File: src/rtl/core/nbg_pkg.sv
// Shared widths, constants and types of the n-body acceleration block.
// No dependencies.
`default_nettype none
package nbg_pkg;
    localparam int MAX_BODIES_DEF = 1024;
    localparam int IDX_W  = 10;
    localparam int CNT_W  = 11;
    localparam logic [CNT_W-1:0] COUNT_RST = 11'd1024;
    localparam int POS_W  = 32;
    localparam int D_W    = 33;
    localparam int D2_W   = 66;
    localparam int ROOT_W = 34;
    localparam int DEN_W  = 100;
    localparam int NUM_W  = 97;
    localparam int Q_W    = 48;
    localparam int MUL_W  = 34;
    localparam int PROD_W = 68;
    localparam int ACC_W  = 64;
    localparam logic [Q_W-1:0] TERM_LIMIT = 48'h4000_0000_0000;

    typedef struct packed {
        logic           done;
        logic           over;
        logic [Q_W-1:0] quot;
    } div_res_t;
endpackage
`default_nettype wire

File: src/rtl/core/nbg_sqrt.sv
// Iterative integer square root, two radicand bits per cycle.
// Depends on nbg_pkg.
`default_nettype none
module nbg_sqrt import nbg_pkg::*; (
    input  wire logic              aclk,
    input  wire logic              aresetn,
    input  wire logic              start,
    input  wire logic [D2_W-1:0]   radicand,
    output logic                   done,
    output logic [ROOT_W-1:0]      root
);
    localparam int SW = $clog2(ROOT_W);

    logic              busy_reg;
    logic              done_reg;
    logic [SW-1:0]     step_reg;
    logic [2*ROOT_W-1:0] rad_reg;
    logic [ROOT_W:0]   rem_reg;
    logic [ROOT_W-1:0] root_reg;
    logic [ROOT_W+2:0] rem_sh;
    logic [ROOT_W+2:0] trial;
    logic [ROOT_W+2:0] diff;
    logic              ge;

    assign rem_sh = {rem_reg, rad_reg[2*ROOT_W-1 -: 2]};
    assign trial  = {1'b0, root_reg, 2'b01};
    assign ge     = rem_sh >= trial;
    assign diff   = rem_sh - trial;

    always_ff @(posedge aclk) begin
        if (!aresetn) begin
            busy_reg <= 1'b0;
            done_reg <= 1'b0;
        end else begin
            done_reg <= 1'b0;
            if (start) begin
                rad_reg  <= {{(2*ROOT_W-D2_W){1'b0}}, radicand};
                rem_reg  <= '0;
                root_reg <= '0;
                step_reg <= SW'(ROOT_W - 1);
                busy_reg <= 1'b1;
            end else if (busy_reg) begin
                rad_reg  <= {rad_reg[2*ROOT_W-3:0], 2'b00};
                rem_reg  <= ge ? diff[ROOT_W:0] : rem_sh[ROOT_W:0];
                root_reg <= {root_reg[ROOT_W-2:0], ge};
                if (step_reg == '0) begin
                    busy_reg <= 1'b0;
                    done_reg <= 1'b1;
                end else begin
                    step_reg <= step_reg - 1'b1;
                end
            end
        end
    end

    assign done = done_reg;
    assign root = root_reg;
endmodule
`default_nettype wire

File: config.mk
export PLATFORM = sky130hd
export DESIGN_NAME = nbg_sqrt
export DESIGN_NICKNAME = d
export VERILOG_FILES = /design/src/rtl/core/nbg_pkg.sv /design/src/rtl/core/nbg_sqrt.sv
export SDC_FILE = /design/constraint.sdc
export NUM_CORES = 1
export LEC_CHECK = 0
export ABC_CLOCK_PERIOD_IN_PS = 7200
export BUFFER_PORTS_ARGS = -buffer_cell sky130_fd_sc_hd__buf_2
export CELL_PAD_IN_SITES_DETAIL_PLACEMENT = 0
export CELL_PAD_IN_SITES_GLOBAL_PLACEMENT = 1
export CORE_MARGIN = 3
export CORE_UTILIZATION = 47
export DETAILED_ROUTE_END_ITERATION = 8
export PLACE_DENSITY = 0.83
export RECOVER_POWER = 25
export SLEW_MARGIN = 10
export SYNTH_ARGS = -nofsm -noshare
export SYNTH_HDL_FRONTEND = slang
export SYNTH_SLANG_ARGS = --single-unit
File: constraint.sdc
create_clock -name aclk -period 7.2 [get_ports aclk]
set_input_delay 1.44 -clock aclk [delete_from_list [all_inputs] [get_ports aclk]]
set_output_delay 1.44 -clock aclk [all_outputs]
set_load 0.01 [all_outputs]
# Word level (Yosys, flattened, before mapping)
# Index checks and enable logic that the tools add are counted.
[totals] regBits=145 input_bits=69
[op_classes] muxes=11 eq_ne=1 magnitude_cmp=1 n_addsub=2 reduce_logical=5 bitwise=2
[ops] op="2-to-1 mux 35 bit" count=2
[ops] op="2-to-1 mux 68 bit" count=1
[ops] op="2-to-1 mux 66 bit" count=1
[ops] op=">= comparator 37 x 36 -> 1 bit" count=1
[ops] op="subtractor 35 bit" count=1
[ops] op="2-to-1 mux 34 bit" count=1
[ops] op="2-to-1 mux 6 bit" count=2
[ops] op="zero test 6 bit" count=1
[ops] op="subtractor 6 x 1 -> 6 bit (second input constant)" count=1
[ops] op="2-to-1 mux 1 bit" count=4
[ops] op="AND reduction 3 bit" count=1
[ops] op="OR reduction 3 bit" count=1
[ops] op="!= test 2 bit (second input constant)" count=1
[ops] op="inverter 1 bit" count=2
[ops] op="AND reduction 2 bit" count=1
[ops] op="nonzero test 2 bit" count=1

# Longest topological paths before layout
[depth] ltp_word=4 ltp_mapped=13 depth_no_buf=11

# Worst setup path before layout
# Ideal clock, no wire load.
[synth_path] path_kind="input to register" from="input port start" to="register step_reg[0], enable pin" t_arrival_ps=5460 setup_ps=355 stages=3 setup_slack_ps=1385 cell_sequence="buf_1 o21a_1 nor2b_1"
[synth_between] elab_chain_len=2 word_cells_on_any_way=3 classes_between="eq/ne: 1; reduce/logical: 2"
[synth_rtl] element="start, declared" line_no="nbg_sqrt.sv:7" rtl="input wire logic start,"
[synth_rtl] element="!= test 2 bit (no source line) or nonzero test 2 bit (tied branches)"
[synth_rtl] element="AND reduction 3 bit (no source line) (*)"
[synth_rtl] element="end signal, assigned" line_no="nbg_sqrt.sv:40" rtl="step_reg <= SW'(ROOT_W - 1);"
[synth_rtl] element="end signal, assigned" line_no="nbg_sqrt.sv:50" rtl="step_reg <= step_reg - 1'b1;"
[synth_rtl] element="end, declared" line_no="nbg_sqrt.sv:16" rtl="logic [SW-1:0] step_reg;"
# Every way passes the cells marked *; elsewhere a longest branch is shown, timed or not.
# A chain may end at the register's enable or synchronous reset.

# Worst setup path after layout
[layout_path] from="input port start" to="register root_reg[23] (netlist: root[23]), enable pin"
[layout_between] elab_chain_len=2
[layout_rtl] element="nonzero test 2 bit (no source line)"
[layout_rtl] element="AND reduction 2 bit (no source line)"
[layout_rtl] element="end signal, assigned" line_no="nbg_sqrt.sv:45" rtl="root_reg <= {root_reg[ROOT_W-2:0], ge};"
[layout_rtl] element="end, declared" line_no="nbg_sqrt.sv:19" rtl="logic [ROOT_W-1:0] root_reg;"
# No other way between the ends.

==> results.py <==
metrics = {
    "synth": {
        "ys_warn_count": 0,
        "synth.avg_cell_area_um2": 12.1,
        "synth_cells": 659,
        "synth_ff_type": "edfxtp_1",
        "synth.net_count": 766,
        "synth_top_area_share_pct": 54.0,
        "async_flop_share_pct": 0,
        "syn_area_mm2": 0.00795,
        "synth_edf_count": 143,
        "ys_ff_latch": 145,
        "synth_cell_types": 59,
        "ys_seq_area_share_pct": 54.5,
        "synth_area_leader_cell": "edfxtp_1",
        "synth_top_cells_by_area": "edfxtp_1 54%, mux2_2 9.1%, ha_1 6.0%",
    },
    "cts": {
        "cts_sinks": 145,
        "postCtsSetupRepairBufs": 0,
        "cts_buffers": 17,
        "cts_max_level": 4,
        "clock_latency_ns": 0.42,
        "clk_pin_slew_worst_paths_ns": 0.06,
        "clock_tree.buffer_depth": 2,
        "cts-root-buf": "clkbuf_16",
        "ctsResizeCount": 0,
        "ctsHoldBuffers": 0,
        "tritoncts": "built",
    },
    "die": {
        "std_cell_rows": 46,
        "initial_core_util_pct": 49.0,
        "core-area_mm2": 0.0162,
        "die_x_um": 136,
        "pin_count": 104,
        "die_area_mm2": 0.0185,
        "fp.dieH_um": 136,
    },
    "setup_path": {
        "required_ns": 7.24,
        "cp.arrival_ns": 5.09,
        "end_kind": "flop",
        "crit_path_start_kind": "input port",
        "critPathKind": "input port to flop",
        "crit_fanout": 89,
    },
    "place": {
        "portBuffers": 103,
        "dp_cells": 952,
        "place_hpwl_mm": 11.2,
        "gp_congestion": 0.874,
    },
    "min_path": {
        "hold_class": "flop to flop",
    },
    "drt": {
        "drc": 0,
        "drt_pass1_iterations": 5,
        "avgRoutedWirePerCell_um": 16.1,
        "ant_nets": 0,
        "via_per_inst": 5.42,
        "vias": 5322,
        "dr.first_iter.drc_count": 379,
        "wl_mm": 15.8,
    },
    "layout": {
        "final_cells": 982,
        "area_delta_synth_final_pct": 15.1,
        "largest_register_ffs": 68,
        "diodes": 0,
        "drive_gt1_share_pct": 22.1,
        "nets": 862,
    },
    "sta": {
        "fin_skew_ns": 0.00937,
        "worstMarginPinSlew_ns": 2.54,
        "tns_ns": 0,
        "setup_violations": 0,
        "hold_violations": 0,
        "rsz0062_at_grt": "false",
        "min_period_over_period_pct": 70.2,
        "min_period_ns": 5.05,
        "max_freq_mhz": 198,
        "maxSlewViolCount": 58,
        "max-slew-margin-rel_pct": -69.6,
    },
    "global_route": {
        "grt_pass1_wl_mm": 26.0,
        "antenna_found_initial": 0,
        "overflow": 0,
        "grt_util_all_layers_pct": 17.9,
        "grt_max_degree": 90,
        "grt_pass1_vias": 5470,
    },
    "pwr": {
        "total_power_w": 0.00239,
        "power.density_mw_per_mm2": 261,
        "peakVddDrop_mv": 0.169,
        "p_leak_nw": 3.65,
    },
    "run_status": {
        "violations": "capacitance limit, slew limit",
        "status": "finished, violations left",
    },
    "flow_run": {
        "maxCapViolations": 1,
    },
}
## area by class of cell
class	count	area (um2)
clock inverters	12	114
fillers	1439	7090
flip-flops and latches	145	4330
well taps	216	270
multi-input cells	440	3340
inverters	45	169
repair buffers	106	493
clock buffers	18	429
## per-stage QoR
stage                     instance area, um2  setup slack (ns)  hold slack [ns]  utilization, %
final                                   9150              2.15            0.510            56.3
after global routing                    9150              1.75            0.521            56.3
after CTS                               9190              3.49            0.514            56.6
after detailed placement                8650              3.04            0.500            53.3
after global placement                  8650              3.10            0.487            53.3
after floorplan                         7950              1.39            0.454               -
## synth_stat cells (all sizes together) (3+ instances only)
master  number
edfxtp     143
o21a         8
inv         45
o21bai       4
or2          3
clkbuf      22
a21boi       4
ha          38
a22o         7
xor2         8
nand2b       5
nand4        6
nor2b        9
a21oi       29
xnor2       27
and4         3
nor3         4
and3         4
a31oi        6
mux2i       26
nand3        7
a211oi       4
nor2        86
a221oi       3
o21ai       14
and2         6
nand2       21
buf          7
mux2        64
a21o        23
## kinds of logic after synthesis
group | after synthesis | share of synthesized area (%)
flops | 145 | 54.5
fa+ha+maj | 38 | 5.98
compound gates | 116 | 10.1
buf+inv | 74 | 3.72
xor+xnor | 35 | 3.86
simple gates | 161 | 9.48
mux | 90 | 12.3
## power by group
group,switching [W],internal (W),total (W)
Clock,0.000338,0.000472,0.000810
Combinational,0.000295,0.000236,0.000531
Sequential,0.0000292,0.00102,0.00105
## path summary, 6_finish.rpt
| check | from | to | slack [ns] | cells past startpoint |
|---|---|---|---|---|
| worst max register to register | root[4] | rem_reg[18] | 3.56 | 12 |
| worst min-delay path | busy_reg | done | 0.51 | 1 |
| worst min register to register | busy_reg | done | 0.51 | 1 |
| worst max-delay path | start | root[23] | 2.15 | 3 |
## routing by layer
| layer | wire (um) | up-vias | track usage [%] |
|---|---|---|---|
| li1 | - | 2598 | - |
| met1 | 7020 | 2579 | 22.1 |
| met2 | 7480 | 130 | 29.2 |
| met3 | 1120 | 15 | 6.74 |
| met4 | 178 | 0 | 5.54 |
| met5 | 0 | - | 0 |
## layout by cell type, fill, tap and decap left out, types with 5 or more instances in the layout
master,count
xnor2_1,27
clkbuf_16,17
nand3_1,7
nor2b_1,9
o21ai_0,11
a21o_1,23
nand2_1,21
o21a_1,7
buf_2,67
a31oi_1,6
xor2_1,8
a22o_1,6
nor2_1,84
clkbuf_1,37
nand2b_1,5
a21oi_1,29
edfxtp_1,143
nand4_1,6
mux2i_1,26
mux2_2,63
inv_1,45
ha_1,38
clkinv_4,5
## critical path, cell delays in order
cell and delay (ns):
clkbuf_1 1.77, o21a_4 1.13, buf_4 0.69
(Power assumes the default switching activity.)
