===== src/rtl/core/nbg_pkg.sv =====
// Shared widths, constants and types of the n-body acceleration block.
// No dependencies.
`default_nettype none
package nbg_pkg;
    localparam int MAX_BODIES_DEF = 1024;
    localparam int IDX_W  = 10;
    localparam int CNT_W  = 11;
    localparam logic [CNT_W-1:0] COUNT_RST = 11'd1024;
    localparam int POS_W  = 32;
    localparam int D_W    = 33;
    localparam int D2_W   = 66;
    localparam int ROOT_W = 34;
    localparam int DEN_W  = 100;
    localparam int NUM_W  = 97;
    localparam int Q_W    = 48;
    localparam int MUL_W  = 34;
    localparam int PROD_W = 68;
    localparam int ACC_W  = 64;
    localparam logic [Q_W-1:0] TERM_LIMIT = 48'h4000_0000_0000;

    typedef struct packed {
        logic           done;
        logic           over;
        logic [Q_W-1:0] quot;
    } div_res_t;
endpackage
`default_nettype wire


===== src/rtl/core/nbg_div.sv =====
// Restoring divider, one quotient bit per cycle; flags quotients beyond its range.
// Depends on nbg_pkg.
`default_nettype none
module nbg_div import nbg_pkg::*; (
    input  wire logic             aclk,
    input  wire logic             aresetn,
    input  wire logic             start,
    input  wire logic [NUM_W-1:0] num,
    input  wire logic [DEN_W-1:0] den,
    output div_res_t              res
);
    localparam int SW = $clog2(Q_W);

    logic             busy_reg;
    logic             done_reg;
    logic             over_reg;
    logic [SW-1:0]    step_reg;
    logic [DEN_W:0]   rem_reg;
    logic [Q_W-1:0]   low_reg;
    logic [Q_W-1:0]   quot_reg;
    logic [DEN_W:0]   trial;
    logic [DEN_W:0]   head;
    logic             ge;

    assign head  = {{(DEN_W+1-(NUM_W-Q_W)){1'b0}}, num[NUM_W-1:Q_W]};
    assign trial = {rem_reg[DEN_W-1:0], low_reg[Q_W-1]};
    assign ge    = trial >= {1'b0, den};

    always_ff @(posedge aclk) begin
        if (!aresetn) begin
            busy_reg <= 1'b0;
            done_reg <= 1'b0;
        end else begin
            done_reg <= 1'b0;
            if (start) begin
                // quotient too wide for the quotient register: report overflow at once
                if (head >= {1'b0, den}) begin
                    over_reg <= 1'b1;
                    done_reg <= 1'b1;
                end else begin
                    over_reg <= 1'b0;
                    rem_reg  <= head;
                    low_reg  <= num[Q_W-1:0];
                    quot_reg <= '0;
                    step_reg <= SW'(Q_W - 1);
                    busy_reg <= 1'b1;
                end
            end else if (busy_reg) begin
                rem_reg  <= ge ? (trial - {1'b0, den}) : trial;
                low_reg  <= {low_reg[Q_W-2:0], 1'b0};
                quot_reg <= {quot_reg[Q_W-2:0], ge};
                if (step_reg == '0) begin
                    busy_reg <= 1'b0;
                    done_reg <= 1'b1;
                end else begin
                    step_reg <= step_reg - 1'b1;
                end
            end
        end
    end

    assign res.done = done_reg;
    assign res.over = over_reg;
    assign res.quot = quot_reg;
endmodule
`default_nettype wire


===== config.mk =====
export PLATFORM = sky130hd
export DESIGN_NAME = nbg_div
export DESIGN_NICKNAME = d
export VERILOG_FILES = /design/src/rtl/core/nbg_pkg.sv /design/src/rtl/core/nbg_div.sv
export SDC_FILE = /design/constraint.sdc
export NUM_CORES = 1
export LEC_CHECK = 0
export ABC_AREA = 1
export BUFFER_PORTS_ARGS = -buffer_cell sky130_fd_sc_hd__buf_2
export CAP_MARGIN = 25
export CORE_ASPECT_RATIO = 0.7
export CORE_MARGIN = 3
export CORE_UTILIZATION = 48
export DETAILED_ROUTE_END_ITERATION = 8
export PLACE_DENSITY = 0.68
export RECOVER_POWER = 50
export SETUP_SLACK_MARGIN = 0.05
export SLEW_MARGIN = 20
export SYNTH_ARGS = -nofsm -noshare
export SYNTH_HDL_FRONTEND = slang
export SYNTH_SLANG_ARGS = --single-unit
export TNS_END_PERCENT = 5

===== constraint.sdc =====
create_clock -name aclk -period 15.6 [get_ports aclk]
set_clock_uncertainty 0.1 [all_clocks]
set_input_delay 2.34 -clock aclk [delete_from_list [all_inputs] [get_ports aclk]]
set_output_delay 2.34 -clock aclk [all_outputs]
set_load 0.05 [all_outputs]

# After elaboration in Yosys (flattened, before gate mapping)
# Cells that the tools add are included.
# word_totals
ff_bits	205
inputBits	200
output_inout_bits	50
wordCells	40
# op_classes
addsub	2
order_cmp	2
eq_ne	2
mux	22
reduce_logical	5
# op_table
operator	count
100-bit 2-to-1 mux	4
48-bit 2-to-1 mux	6
101-bit by 100-bit >= comparator with 1-bit output	1
49-bit by 100-bit >= comparator with 1-bit output	1
100-bit subtractor	1
6-bit 2-to-1 mux	4
1-bit 2-to-1 mux	8
6-bit logical NOT	1
6-bit by 1-bit subtractor with 6-bit output (second input constant)	1
2-bit inequality test (second input constant)	2
4-bit AND reduction	1
3-bit AND reduction	1
2-bit AND reduction	1
2-bit nonzero test	1

# Longest topological paths before layout
# Gate-level depths: netlist (run 1).
# logic_depth
word_depth	4
mapped_depth	19
mapped_depth_nobuf	19

# Worst setup path before layout (run 1)
# Ideal clock, no wire load.
# synth_timing
path_type	input -> register
start	in den[35]
end	reg low_reg[0] (enable)
setup_time_ns	0.818
arrival_ns	12.722
required_ns	14.682
setup_slack_ns	1.960
path_stages	14
n_path_buf	0
cell_sequence	inv_1 ha_1 nand2_1 inv_1 nand3_1 nor2_1 and2_1 nand4_1 nand2_1 nor2_1 nand2_1 nand2_1 nand3_1 a21oi_1
# synth_via
elab_chain_len	3
# synth_rtl
element	line	source
start: declaration	nbg_div.sv:9	input wire logic [DEN_W-1:0] den,
49-bit by 100-bit >= comparator with 1-bit output	nbg_div.sv:37	if (head >= {1'b0, den}) begin
2-bit inequality test (no source line)	n/a	
3-bit AND reduction (no source line)	n/a	
end signal: assignment	nbg_div.sv:43	low_reg <= num[Q_W-1:0];
end signal: assignment	nbg_div.sv:50	low_reg <= {low_reg[Q_W-2:0], 1'b0};
end: declaration	nbg_div.sv:19	logic [Q_W-1:0] low_reg;
# Every way passes these cells.
# A chain may end at the register's enable or synchronous reset.

# Worst setup path in the final report (run 1)
# layout_timing
start	in start
end	reg rem_reg[47] (data pin)
# layout_via
elab_chain_len	1
# layout_rtl
element	line	source
start: declaration	nbg_div.sv:7	input wire logic start,
100-bit 2-to-1 mux	nbg_div.sv:35	if (start) begin
end signal: assignment	nbg_div.sv:49	rem_reg <= ge ? (trial - {1'b0, den}) : trial;
end: declaration	nbg_div.sv:18	logic [DEN_W:0] rem_reg;
# Every way passes these cells.

==> flow_metrics.tcl, run 1 <==
set metrics [dict create \
    pre_cts_ws_ns 8.97 \
    crit_path_start_kind "primary input" \
    cts_sinks 205 \
    first_iter_violations 2610 \
    grt_overflow_total 0 \
    setup_viol 0 \
    critPathKind "primary input to flip-flop" \
    clock-root-buffer "clkbuf_16" \
    wirelength_um 80100 \
    rsz0062_at_grt "no" \
    yosysUniqueCellTypes 43 \
    numCtsBuffers 23 \
    io_pins 250 \
    synth_edf_count 203 \
    path_clk_slew_ns 0.07 \
    slowest_delay_ns 2.78 \
    cp_cell_sequence "clkbuf_1 -> clkinvlp_2 -> clkbuf_1 -> nand3_1 -> nand2_1" \
    cp_top_family "buffers and inverters" \
    design_area_mm2 0.0240 \
    tightest_slew_ns 3.95 \
    cts_setup_buffers 0 \
    synth_warnings 0 \
    clock_path_buffers 3 \
    die_h_um 183 \
    synth.top_cell.area_share_pct 28.3 \
    timing.rr.end "rem_reg[33]" \
    r2r-start "rem_reg[38]" \
    endpoint "rem_reg[47]" \
    drc 0 \
    h-tree-depth 1 \
    start_util_pct 49.0 \
    fin_tns_setup_ns 0 \
    ant_nets 0 \
    synthArstFlopShare_pct 0 \
    maxCapViolCount 6 \
    antenna_found_initial 4 \
    ff2ff_path_depth 13 \
    fin_ws_ns 6.65 \
    worst_ep_required_time_ns 15.78 \
    synthTopCellsByArea "edfxtp_1 (28%), nand2_1 (23%), inv_1 (14%), ha_1 (8.8%), nor2_1 (7.3%)" \
    cp_num_cells 5 \
    worstSetupEndpointType "flip-flop" \
    clkLatencyLatePin_ns 0.58 \
    ys_ff_latch 205 \
    fin_crit_ns 8.95 \
    slew_viol_final 358 \
    synth_ff_type "edfxtp_1" \
    grt_max_degree 153 \
    violations "max-capacitance violations, max-slew violations" \
    final_layout_size_suffix_gt1_share_pct 7.66 \
    dieArea_mm2 0.0476 \
    hpwl_um 65300 \
    worstHoldPathType "flip-flop to flip-flop" \
    grt_use_total_pct 33.0 \
    cts-hold-fix-buffers 0 \
    cpMostUsedCell "clkbuf_1" \
    syn_nets 3937 \
    cts_tree "done" \
    fmax_ghz 0.112 \
    leakagePower_nw 13.5 \
    cts_resized 0 \
    worstPathMaxFanout 88 \
    finalNetCount 4148 \
    portBuffers 249 \
    synth_cells 3585 \
    crit_start "start" \
    vias 22500 \
    critPathArrivalTime_ns 9.14 \
    synth_area_mm2 0.0216 \
    largest_reg_flops 100 \
    crit_buf_inv 3 \
    via_per_inst 5.12 \
    die_w_um 259 \
    status "finished with violations" \
    synth_top_area_cell "edfxtp_1" \
    ir_worst_vdd_mv 0.0796 \
    slowest_stage "clkinvlp_2" \
    power_density_mw_per_mm2 87.4 \
    diodes 0 \
    finalCritPeriodShare_pct 57.4 \
    r2r_slack_ns 10.91 \
    postSynthAreaPerCell_um2 6.02 \
    area_growth_pct 11.2 \
    grt_pass1_vias 20100 \
    hold_viol_final 0 \
    core_area_mm2 0.0440 \
    ys_seq_area_share_pct 28.4 \
    grt_pass1_wl_um 120000 \
    slew_headroom_pct -163 \
    globalplace.congestion 1.04 \
    avgRoutedWirePerCell_um 18.2 \
    dr.pass1.iters 6 \
    num_rows 64 \
    dpl_cell_area_mm2 0.0233 \
]
==> stage by stage <==
stage               instances  hold slack (ns)  util, %  power, mW
floorplan                3585            0.336        -       1.26
finish                   4406            0.363     54.5       2.10
detailed placement       4363            0.357     52.9       1.51
global route             4406            0.389     54.5       2.22
CTS                      4404            0.366     54.6       2.08
global placement         4363            0.351     52.9       1.51
==> cell usage after synthesis, drive strengths merged (32+ instances only) <==
| library cell | n |
|---|---|
| a21oi | 119 |
| buf | 42 |
| edfxtp | 203 |
| inv | 796 |
| clkbuf | 32 |
| nand2 | 1354 |
| nand4 | 111 |
| nand3 | 154 |
| xnor2 | 47 |
| nor2 | 437 |
| o21ai | 44 |
| ha | 151 |
==> tightest hold or removal path: stages, from the launching register on <==
cell	delay [ns]
dfxtp_1	0.32
inv_1	0.05
a21oi_1	0.05
==> cells by family (layout without fill, tap and decap cells) <==
| kind of cell | Yosys count | count (layout) | synth area share, % |
|---|---|---|---|
| AO/OA/AOI/OAI | 187 | 187 | 4.63 |
| adder cells (fa/ha/maj) | 152 | 152 | 8.85 |
| buffers and inverters | 873 | 1100 | 15.6 |
| AND/OR/NAND/NOR | 2113 | 2113 | 40.2 |
| XOR/XNOR | 55 | 55 | 2.23 |
| flip-flops | 205 | 205 | 28.4 |
==> cell usage in the layout (no fill, tap or decap), types with 3 or more instances in the layout <==
cell type,count
nor4_1,7
and2_1,10
nand2_2,8
xnor2_1,47
nand2_1,1346
o21bai_1,14
clkbuf_16,23
inv_1,776
nor2_1,419
inv_2,20
buf_2,198
nor3_1,20
clkbuf_1,58
xor2_1,8
o21ai_0,44
nor3b_1,3
ha_1,151
nand4_1,110
a21boi_0,6
edfxtp_1,203
nor2_2,14
buf_4,4
nand3_1,152
nand3b_1,10
bufinv_16,3
a21oi_1,118
nor2_4,4
clkinv_1,9
clkinv_2,3
==> worst min path at each step <==
stage	startpoint	cells past startpoint	slack (ns)	endpoint
detailed placement	busy_reg	2	0.36	busy_reg
floorplan	busy_reg	2	0.34	busy_reg
CTS	busy_reg	2	0.37	busy_reg
finish	busy_reg	2	0.36	busy_reg
global route	busy_reg	2	0.39	busy_reg
global placement	busy_reg	2	0.35	busy_reg
==> report_power, final <==
group	switching, mW	leakage, nW	internal, mW
Combinational	0.588	11.1	0.254
Sequential	0.0228	1.98	0.668
Clock	0.244	0.362	0.320
Total	0.855	13.5	1.24
==> area by class of cell <==
cell class / instances / area (µm²)
sequential: 205 / 6140
multi-input combinational: 2507 / 12100
tap: 594 / 743
clock buffer: 26 / 587
fill: 4688 / 20000
inverter: 799 / 3000
timing repair buffer: 260 / 1290
clock inverter: 15 / 159
==> layer usage <==
layer | part of all wire [%] | track usage (%)
met4 | 2.0 | 5.80
met1 | 49 | 53.1
met2 | 36 | 43.1
met5 | 0.052 | 0
met3 | 13 | 9.32
Power figures use the tool's default switching activity.
==> run 2, diff against run 1 <==
--- a/config.mk
+++ b/config.mk
@@ -12,7 +12,7 @@
 export CORE_MARGIN = 3
 export CORE_UTILIZATION = 48
 export DETAILED_ROUTE_END_ITERATION = 8
-export PLACE_DENSITY = 0.68
+export PLACE_DENSITY = 0.7
 export RECOVER_POWER = 50
 export SETUP_SLACK_MARGIN = 0.05
 export SLEW_MARGIN = 20
==> constraint.sdc (replaced) <==
create_clock -name aclk -period 7.45 [get_ports aclk]
set_clock_uncertainty 0.1 [all_clocks]
set_input_delay 1.1175 -clock aclk [delete_from_list [all_inputs] [get_ports aclk]]
set_output_delay 1.1175 -clock aclk [all_outputs]
set_load 0.05 [all_outputs]
==> run 2 against run 1 <==
Net effect:
- the flow still finishes with violations (max-capacitance violations, max-slew violations)
- combinational power grew 110%
- sequential power grew 110%
- non-clock buffer count is the same
- flip-flop and latch count is the same
- register-to-register slack lost 7.9 ns
- sequential share of layout area is essentially flat
- wire length shrank 0.34%
- global-route usage shrank 0.37 points
- critical path type unchanged
- critical endpoint is now rem_reg[48]
- largest cell class unchanged
==> flow_metrics.tcl, run 2 (synthesis gave the netlist of run 1 again) <==
set metrics [dict create \
    status "finished with violations" \
    violations "max-capacitance violations, max-slew violations" \
    ir_worst_vdd_mv 0.190 \
    slowest_stage "clkbuf_1" \
    start_util_pct 49.0 \
    worst_ep_required_time_ns 7.67 \
    worstPathMaxFanout 84 \
    first_iter_violations 2370 \
    grt_use_total_pct 32.7 \
    slew_viol_final 158 \
    cp_cell_sequence "clkbuf_1 -> inv_4 -> buf_4 -> nand3_1 -> nand2_1" \
    power_density_mw_per_mm2 185 \
    cts_setup_buffers 0 \
    setup_viol 0 \
    antenna_found_initial 6 \
    final_cells 4410 \
    dr.pass1.iters 6 \
    hold_viol_final 0 \
    largest_reg_flops 100 \
    tightest_slew_ns 3.51 \
    fin_crit_ns 5.62 \
    finalNetCount 4149 \
    avgRoutedWirePerCell_um 18.1 \
    finalCritPeriodShare_pct 75.4 \
    crit_start "start" \
    grt_overflow_total 0 \
    cts-hold-fix-buffers 0 \
    whs_ns 0.380 \
    mostFrequentLayoutCell "nand2_1" \
    cts_tree "done" \
    drc 0 \
    cp_top_family "buffers and inverters" \
    cts_resized 0 \
    critPathArrivalTime_ns 5.84 \
    ant_nets 0 \
    grt_max_degree 152 \
    core_area_mm2 0.0440 \
    leakagePower_nw 13.5 \
    via_per_inst 5.12 \
    hpwl_um 64400 \
    placedCellCount 4363 \
    slew_headroom_pct -134 \
    io_pins 250 \
    crit_buf_inv 3 \
    wirelength_um 79800 \
    final_layout_size_suffix_gt1_share_pct 7.76 \
    worstHoldPathType "flip-flop to flip-flop" \
    crit_path_start_kind "primary input" \
    grt_pass1_wl_um 118000 \
    maxCapViolCount 2 \
    final_cell_mix "nand2_1 (1,346), inv_1 (776), nor2_1 (419)" \
    area_growth_pct 11.4 \
    ff2ff_path_depth 13 \
    globalplace.congestion 1.06 \
    rsz0062_at_grt "no" \
    cts_sinks 205 \
    critPathKind "primary input to flip-flop" \
    timing.rr.end "rem_reg[57]" \
    hp-start "busy_reg" \
    vias 22600 \
    clock_path_buffers 3 \
    fin_tns_setup_ns 0 \
    num_rows 64 \
    slowest_delay_ns 2.40 \
    r2r-start "rem_reg[80]" \
    path_clk_slew_ns 0.06 \
    clkLatencyLatePin_ns 0.59 \
    dieArea_mm2 0.0476 \
    hold_path_depth 2 \
    worstSetupEndpointType "flip-flop" \
    r2r_slack_ns 3.00 \
    worstHoldEndpoint "busy_reg" \
    grt_pass1_vias 20400 \
    portBuffers 249 \
    clock-root-buffer "clkbuf_16" \
    die_h_um 183 \
    numCtsBuffers 24 \
    h-tree-depth 1 \
    die_w_um 259 \
    fmax_ghz 0.178 \
]
run 2: worst reg2reg max path, stage by stage (launching register included):
cell	delay, ns
edfxtp_1	0.41
ha_1	0.45
nand2_1	0.17
nor2_4	0.19
nand2_1	0.14
nor2_2	0.18
nand2_2	0.12
nor3_4	0.17
nand4_4	0.59
nand3_4	0.73
buf_4	0.40
inv_2	0.28
nor2_1	0.19
nor2_1	0.06
run 2: metrics by stage:
stage	utilization [%]	setup slack, ns	power (mW)	cell area (µm²)
6_report	54.6	1.83	4.44	24000
5_1_grt	54.6	1.39	4.69	24000
4_1_cts	54.7	2.85	4.40	24100
3_5_place_dp	52.9	2.25	3.16	23300
3_3_place_gp	52.9	2.35	3.16	23300
2_1_floorplan	-	1.32	2.63	21600
run 2: final cells by class:
type	count	area [µm²]
Sequential cell	205	6140
Clock buffer	30	623
Inverter	799	3000
Antenna cell	1	2.50
Tap cell	594	743
Clock inverter	14	165
Multi-Input combinational cell	2507	12100
Timing Repair Buffer	260	1290
Fill cell	4723	20000
run 2: report_power, final:
group / internal, mW / switching [mW] / total [mW]
clock: 0.699 / 0.542 / 1.24
sequential: 1.40 / 0.0478 / 1.45
combinational: 0.526 / 1.23 / 1.75
run 2: routing by layer:
metal | part of all wire [%] | up-vias | global-route usage [%] | routed length (µm)
met5 | 0.16 | - | 1.09 | 130
met4 | 2.9 | 10 | 8.20 | 2300
met3 | 13 | 123 | 12.6 | 10600
met2 | 36 | 1013 | 42.1 | 28600
met1 | 48 | 10100 | 49.8 | 38200
li1 | - | 11400 | - | -
run 2: worst max path at each step:
stage / slack, ns / end / cells past startpoint
after floorplan: 1.32 / low_reg[0] / 14
after global placement: 2.35 / rem_reg[81] / 15
after detailed placement: 2.25 / rem_reg[57] / 15
after CTS: 2.85 / rem_reg[57] / 15
after global routing: 1.39 / rem_reg[48] / 5
final: 1.83 / rem_reg[48] / 5
